<file path="src/rtl/core/p0csc_pkg.sv">
// ----------------------------------------------------------------------------
// p0csc_pkg
// types and codes shared by the packet0 command stream checker
// ----------------------------------------------------------------------------
package p0csc_pkg;

    typedef logic [2:0] t_err;

    localparam t_err ERR_NONE   = 3'd0;
    localparam t_err ERR_TYPE   = 3'd1;
    localparam t_err ERR_TRUNC  = 3'd2;
    localparam t_err ERR_DATA   = 3'd3;
    localparam t_err ERR_ONEREG = 3'd4;
    localparam t_err ERR_INDEX  = 3'd5;
    localparam t_err ERR_WINDOW = 3'd6;

    localparam int WORD_W  = 32;
    localparam int WIN_W   = 18;
    localparam int PORT_W  = 17;
    localparam int COUNT_W = 14;
    localparam int LEFT_W  = 15;
    localparam int CFG_IDX_W = 2;

    typedef logic [CFG_IDX_W-1:0] t_cfg_idx;

    localparam t_cfg_idx CFG_WINDOW_FIRST = 2'd0;
    localparam t_cfg_idx CFG_WINDOW_END   = 2'd1;
    localparam t_cfg_idx CFG_INDEX_PORT   = 2'd2;
    localparam t_cfg_idx CFG_DATA_PORT    = 2'd3;

    localparam logic [WIN_W-1:0]  RST_WINDOW_FIRST = 18'd17920;
    localparam logic [WIN_W-1:0]  RST_WINDOW_END   = 18'd19968;
    localparam logic [PORT_W-1:0] RST_INDEX_PORT   = 17'd16976;
    localparam logic [PORT_W-1:0] RST_DATA_PORT    = 17'd16980;

    typedef struct packed {
        logic [WIN_W-1:0]  window_first;
        logic [WIN_W-1:0]  window_end;
        logic [PORT_W-1:0] index_port_addr;
        logic [PORT_W-1:0] data_port_addr;
    } t_cfg;

    typedef struct packed {
        t_err code;
        logic index_hit;
    } t_hdr_res;

endpackage

</file>
<file path="src/rtl/core/p0csc_hdr_check.sv">
// ----------------------------------------------------------------------------
// p0csc_hdr_check
// classifies one type-0 packet header against the ports and register window
// ----------------------------------------------------------------------------
module p0csc_hdr_check
    import p0csc_pkg::*;
(
    input  logic [WORD_W-1:0] i_word,
    input  logic              i_last,
    input  logic              i_index_seen,
    input  t_cfg              i_cfg,
    output t_hdr_res          o_res
);

    logic [PORT_W-1:0]  w_addr;
    logic [WIN_W-1:0]   w_addr_x;
    logic [15:0]        w_last_dw;
    logic [WIN_W-1:0]   w_last_addr;
    logic [COUNT_W-1:0] w_count_m1;
    logic               w_one_reg;
    logic               w_first_ok;
    logic               w_last_ok;
    logic               w_is_data;
    logic               w_is_index;

    assign w_addr      = {i_word[14:0], 2'b00};
    assign w_addr_x    = {1'b0, w_addr};
    assign w_count_m1  = i_word[29:16];
    assign w_one_reg   = i_word[15];
    assign w_last_dw   = {1'b0, i_word[14:0]} + {2'b00, w_count_m1};
    assign w_last_addr = {w_last_dw, 2'b00};
    assign w_is_data   = (w_addr == i_cfg.data_port_addr);
    assign w_is_index  = (w_addr == i_cfg.index_port_addr);

    assign w_first_ok = ((w_addr_x >= i_cfg.window_first) && (w_addr_x < i_cfg.window_end))
                     || w_is_index || w_is_data;
    assign w_last_ok  = ((w_last_addr >= i_cfg.window_first)
                         && (w_last_addr < i_cfg.window_end))
                     || (w_last_addr == {1'b0, i_cfg.index_port_addr})
                     || (w_last_addr == {1'b0, i_cfg.data_port_addr});

    always_comb begin
        priority if (i_word[31:30] != 2'b00) begin
            o_res.code = ERR_TYPE;
        end else if (i_last) begin
            o_res.code = ERR_TRUNC;
        end else if (w_is_data) begin
            o_res.code = (!w_one_reg || !i_index_seen) ? ERR_DATA : ERR_NONE;
        end else if (w_one_reg) begin
            o_res.code = ERR_ONEREG;
        end else if (w_is_index && (w_count_m1 != '0)) begin
            o_res.code = ERR_INDEX;
        end else if (!w_first_ok || !w_last_ok) begin
            o_res.code = ERR_WINDOW;
        end else begin
            o_res.code = ERR_NONE;
        end
        o_res.index_hit = w_is_index;
    end

endmodule

</file>
<file path="config.mk">
export PLATFORM = sky130hd
export DESIGN_NAME = p0csc_hdr_check
export DESIGN_NICKNAME = d
export VERILOG_FILES = /design/src/rtl/core/p0csc_pkg.sv /design/src/rtl/core/p0csc_hdr_check.sv
export SDC_FILE = /design/constraint.sdc
export NUM_CORES = 1
export LEC_CHECK = 0
export BUFFER_PORTS_ARGS = -buffer_cell sky130_fd_sc_hd__buf_2
export CORE_ASPECT_RATIO = 0.5
export CORE_MARGIN = 2
export CORE_UTILIZATION = 30
export DETAILED_ROUTE_END_ITERATION = 6
export PLACE_DENSITY = 0.49
export SYNTH_ARGS = -nofsm -noshare
export SYNTH_HDL_FRONTEND = slang
export SYNTH_SLANG_ARGS = --single-unit
</file>
<file path="constraint.sdc">
create_clock -name vclk -period 5.4
set_input_delay 0 -clock vclk [all_inputs]
set_output_delay 0 -clock vclk [all_outputs]
set_load 0.03 [all_outputs]
</file>
After elaboration in Yosys (flattened, before gate mapping)
Cells that the tools add are included.

Reduce and logical (&&, ||, !) cells: 15. Add/sub/neg operators: 1. Mux-type cells: 7. Equal/unequal tests: 4. Order comparisons: 4.

Operator list (count): 18-bit by 17-bit equality test with 1-bit output (2); 17-bit equality test (2); 17-bit by 18-bit >= comparator with 1-bit output (1); 18-bit >= comparator (1); 17-bit by 18-bit < comparator with 1-bit output (1); 18-bit < comparator (1); 3-bit 2-to-1 mux (6); 15-bit by 14-bit adder with 16-bit output (1); 14-bit nonzero test (1); 1-bit logical OR (6); 1-bit logical NOT (4); 1-bit logical AND (3); 2-bit 2-to-1 mux (1); 2-bit nonzero test (1).

Register bits: 0. Input bits: 104. Output and inout bits: 4.

Depth between registers and ports, before layout
Depth after elaboration: 13. Gate-level depth with buffers: 17. Mapped depth without buffers: 17.

Worst setup path after synthesis
No wires, ideal clock.

Path kind: input to output. Start: in i_word[0]. End: out o_res[2] (netlist bit). Arrival: 3.386 ns. Stages on the path: 16. Path slack: 2.014 ns. Path buffers: 0. Cell sequence: ha_1 -> inv_1 -> fa_1 -> nand2b_1 -> a211oi_2 -> o21bai_1 -> nand2_1 -> xor2_1 -> ha_1 -> nor2b_1 -> o21ai_0 -> nand2b_1 -> a211o_1 -> o211ai_1 -> o31ai_1 -> o31ai_1.

RTL lines: start, declared (RTL line p0csc_hdr_check.sv:8) `input logic [WORD_W-1:0] i_word,`; end, declared (RTL line p0csc_hdr_check.sv:12) `output t_hdr_res o_res`.

==> results by stage <==
Run status:
- The flow ran to the end, and the final reports show no timing, DRC or antenna violations.

Logic synthesis:
- Yosys attributes the largest share of cell area to sky130_fd_sc_hd__ha_1 30%, sky130_fd_sc_hd__xnor2_1 14%, sky130_fd_sc_hd__a21oi_1 4.9%.
- Of the post-synthesis cell area, the dominant cell type holds 0.303.
- The library cell occupying the most area in the post-synthesis netlist is sky130_fd_sc_hd__ha_1.
- In this run, distinct cell masters in the synthesized netlist total 54.
- The sequential-to-total area share from yosys stat is 0.
- The synthesized netlist net count is 605.
- In the synthesized netlist, the cells that appear most often are 76 x sky130_fd_sc_hd__ha_1, 52 x sky130_fd_sc_hd__xnor2_1, 40 x sky130_fd_sc_hd__inv_1, 31 x sky130_fd_sc_hd__a21oi_1, 25 x sky130_fd_sc_hd__o21ai_0.
- The post-synthesis instance area is 0.00314 mm2.
- The most common cell in the netlist is sky130_fd_sc_hd__ha_1.
- Averaged over all synthesized cells, the footprint is 7.41 um2.
- The count of synthesis-stage warnings from yosys is 0.
- The post-synthesis instance total is 424.

Timing:
- Subtracting the final worst setup slack from the clock period gives 3.68 ns.
- Setup repair after global routing left no endpoint under its margin.
- The final count of pins violating max slew is 0.
- The final hold violation count came to 0.
- Setup violations remaining at the end of the flow were counted as 0.
- At the pin with the least slew margin, the transition time is 1.01 ns.
- The accumulated negative setup slack is 0 ns.
- Dividing the final minimum period by the clock period gives 0.682.
- The maximum frequency from static timing analysis is 272 MHz.
- The worst slew margin relative to its limit is 0.318.

Detailed routing:
- The total via count in the routed design is 3274.
- Dividing the detail-routed wire length by the instance count gives 15.9 um.
- The routed wire length is 10600 um.
- The number of routed nets with antenna violations is 0.
- The post-route DRC violation count is 0.
- In the routed layout, each cell is associated on average with a via count of 4.91.
- The first-pass iteration count of the detailed router is 5.
- The first routing iteration left 163 violations.

Global route:
- The initial antenna violation count is 1.
- The number of global-route vias before repair is 3115.
- The leftover overflow at the end of global routing is 0.
- The total global routing track utilization is 0.185.
- The largest net degree at the start of global routing is 12.
- The first global-routing pass estimated 16800 um of wire.

Die:
- Row generation in the floorplan step produced 26 rows.
- The die is 149 um wide.
- The number of top-level design ports is 108.
- Measured along the y axis, the die boundary spans 76.4 um.
- The total die area is 0.0114 mm2.
- The core area is 0.0102 mm2.
- For this configuration, the core starts out at a cell density of 0.308.

Min path:
- The worst hold path belongs to the class input pin to output pin.
- In this run the most critical hold path is launched from i_last.
- The destination of the worst hold path is o_res[1].
- Along the worst hold path, the cell count comes to 3.

Job:
- Across the run, the number of max-cap violations was 0.

Power:
- For this design the static power due to leakage is 0.00185 uW.
- The power share of the combinational group is 1.000.
- The power density normalized to cell area is 119 mW/mm2.
- Of the total power, the share spent switching nets is 0.567.
- The share of power burned in registers is 0.
- The analysis attributes to net switching a power of 256 uW.
- The worst supply voltage drop on vdd is 0.0427 mV.
- Internal power comes to 196 uW.
- The share of total power dissipated in the clock network is 0.

Layout:
- The fraction of final layout cells sized beyond drive strength 1 is 0.226.
- For this run, the share of the core covered by cells in the final layout is 0.373.
- The area overhead of the layout relative to synthesis is 21.4%.
- The number of sequential storage elements is 0.
- For this run, the post-layout net count is 709.
- The area taken by flip-flops and latches is 0 um2.
- The clock buffer count in the final layout is 0.

Critical path:
- The worst setup path is of the input pin to output pin kind.
- The highest fanout seen on the critical path is 5.
- STA classifies the critical path endpoint as an output pin.
- The signal arrival time at the worst endpoint is 3.68 ns.
- For the worst setup path, the data required time is 5.40 ns.
- The worst setup path is launched from an input pin.

Placed design:
- During placement, the flow inserted port buffers numbering 108.
- Summed over all nets, the half-perimeter wirelength after detailed placement is 9650 um.
- The routability congestion estimate from global placement is 0.856.

CTS:
- In this run, post-CTS repair resized a total of 0 instances.
- Buffers added to address setup during post-CTS repair amount to 0.
- The hold buffer count at cts is 0.
kinds of logic (layout without fill, tap and decap cells):
group                      count (synthesis)  count (layout)  share of synthesized area
AOI/OAI and AO/OA                        108             108                      0.222
xor gates and xnor gates                  69              69                      0.199
adders and majority gates                 77              77                      0.309
buffers and inverters                     46             148                     0.0625
muxes                                      1               1                    0.00318
other                                      0               1                          0
and+or+nand+nor                          123             123                      0.204
metal layers:
layer,share of wire,global-route usage
met5,0,0
met4,0,0
met3,0.068,0.0263
met2,0.39,0.273
met1,0.54,0.297
metrics by stage:
| step | hold slack (ns) | worst slack, ns | cell area (um2) | power [uW] | std cells |
|---|---|---|---|---|---|
| 6_report | 0.355 | 1.72 | 3810 | 452 | 667 |
| 5_1_grt | 0.366 | 1.40 | 3810 | 513 | 666 |
| 4_1_cts | 0.354 | 1.75 | 3810 | 452 | 666 |
| 3_5_place_dp | 0.352 | 1.77 | 3810 | 448 | 666 |
| 3_3_place_gp | 0.346 | 1.81 | 3810 | 452 | 666 |
| 2_1_floorplan | 0.277 | 2.01 | 3140 | 309 | 424 |
cell usage in the layout (no fill, tap or decap), types with 3 or more instances in the layout:
master | netlist | final
sky130_fd_sc_hd__nand3_1 | 16 | 16
sky130_fd_sc_hd__a31oi_1 | 3 | 3
sky130_fd_sc_hd__nor2_1 | 24 | 24
sky130_fd_sc_hd__a21oi_1 | 31 | 31
sky130_fd_sc_hd__a311oi_1 | 3 | 3
sky130_fd_sc_hd__xnor2_1 | 52 | 52
sky130_fd_sc_hd__buf_2 | 2 | 108
sky130_fd_sc_hd__nand2_1 | 19 | 19
sky130_fd_sc_hd__nand4_1 | 21 | 21
sky130_fd_sc_hd__xor2_1 | 14 | 14
sky130_fd_sc_hd__nor4_1 | 10 | 10
sky130_fd_sc_hd__o21a_1 | 7 | 7
sky130_fd_sc_hd__o211ai_1 | 3 | 3
sky130_fd_sc_hd__nor3b_1 | 3 | 3
sky130_fd_sc_hd__ha_1 | 76 | 76
sky130_fd_sc_hd__inv_1 | 40 | 40
sky130_fd_sc_hd__nor3_1 | 11 | 11
sky130_fd_sc_hd__o31ai_1 | 5 | 5
sky130_fd_sc_hd__and3_1 | 3 | 3
sky130_fd_sc_hd__a211o_1 | 4 | 4
sky130_fd_sc_hd__nor2b_1 | 4 | 4
sky130_fd_sc_hd__a21o_1 | 7 | 7
sky130_fd_sc_hd__o21ai_0 | 25 | 25
sky130_fd_sc_hd__nand2b_1 | 6 | 6
power groups by stage:
stage | clock network [uW] | logic (uW) | registers [uW]
2_1_floorplan | 0 | 309 | 0
5_1_grt | 0 | 513 | 0
4_1_cts | 0 | 452 | 0
3_3_place_gp | 0 | 452 | 0
3_5_place_dp | 0 | 448 | 0
6_report | 0.0000248 | 452 | 0
layout make-up:
cell class / instances / area (um2)
Inverter: 40 / 150
Tap cell: 140 / 175
Multi-Input combinational cell: 378 / 2950
Fill cell: 1154 / 6400
Timing Repair Buffer: 108 / 541
Antenna cell: 1 / 2.50
critical path: stages:
cell	delay [ns]
sky130_fd_sc_hd__buf_2	0.14
sky130_fd_sc_hd__ha_1	0.21
sky130_fd_sc_hd__inv_1	0.06
sky130_fd_sc_hd__fa_1	0.40
sky130_fd_sc_hd__nand2b_1	0.19
sky130_fd_sc_hd__a211oi_2	0.39
sky130_fd_sc_hd__o21bai_1	0.16
sky130_fd_sc_hd__nand2_1	0.14
sky130_fd_sc_hd__xor2_1	0.28
sky130_fd_sc_hd__ha_1	0.30
sky130_fd_sc_hd__nor2b_1	0.13
sky130_fd_sc_hd__o21ai_0	0.14
sky130_fd_sc_hd__nand2b_1	0.07
sky130_fd_sc_hd__a211o_1	0.28
sky130_fd_sc_hd__o211ai_1	0.17
sky130_fd_sc_hd__o31ai_1	0.13
sky130_fd_sc_hd__o31ai_1	0.25
sky130_fd_sc_hd__buf_2	0.24
worst max-delay path by stage:
stage	cells past startpoint	slack, ns	from	endpoint
finish	18	1.72	i_word[0]	o_res[2]
detailed placement	18	1.77	i_word[0]	o_res[2]
global route	18	1.40	i_word[0]	o_res[2]
global placement	18	1.81	i_word[0]	o_res[2]
CTS	18	1.75	i_word[0]	o_res[2]
floorplan	16	2.01	i_word[0]	o_res[2]
No activity file was read; power rests on OpenSTA's default activity.
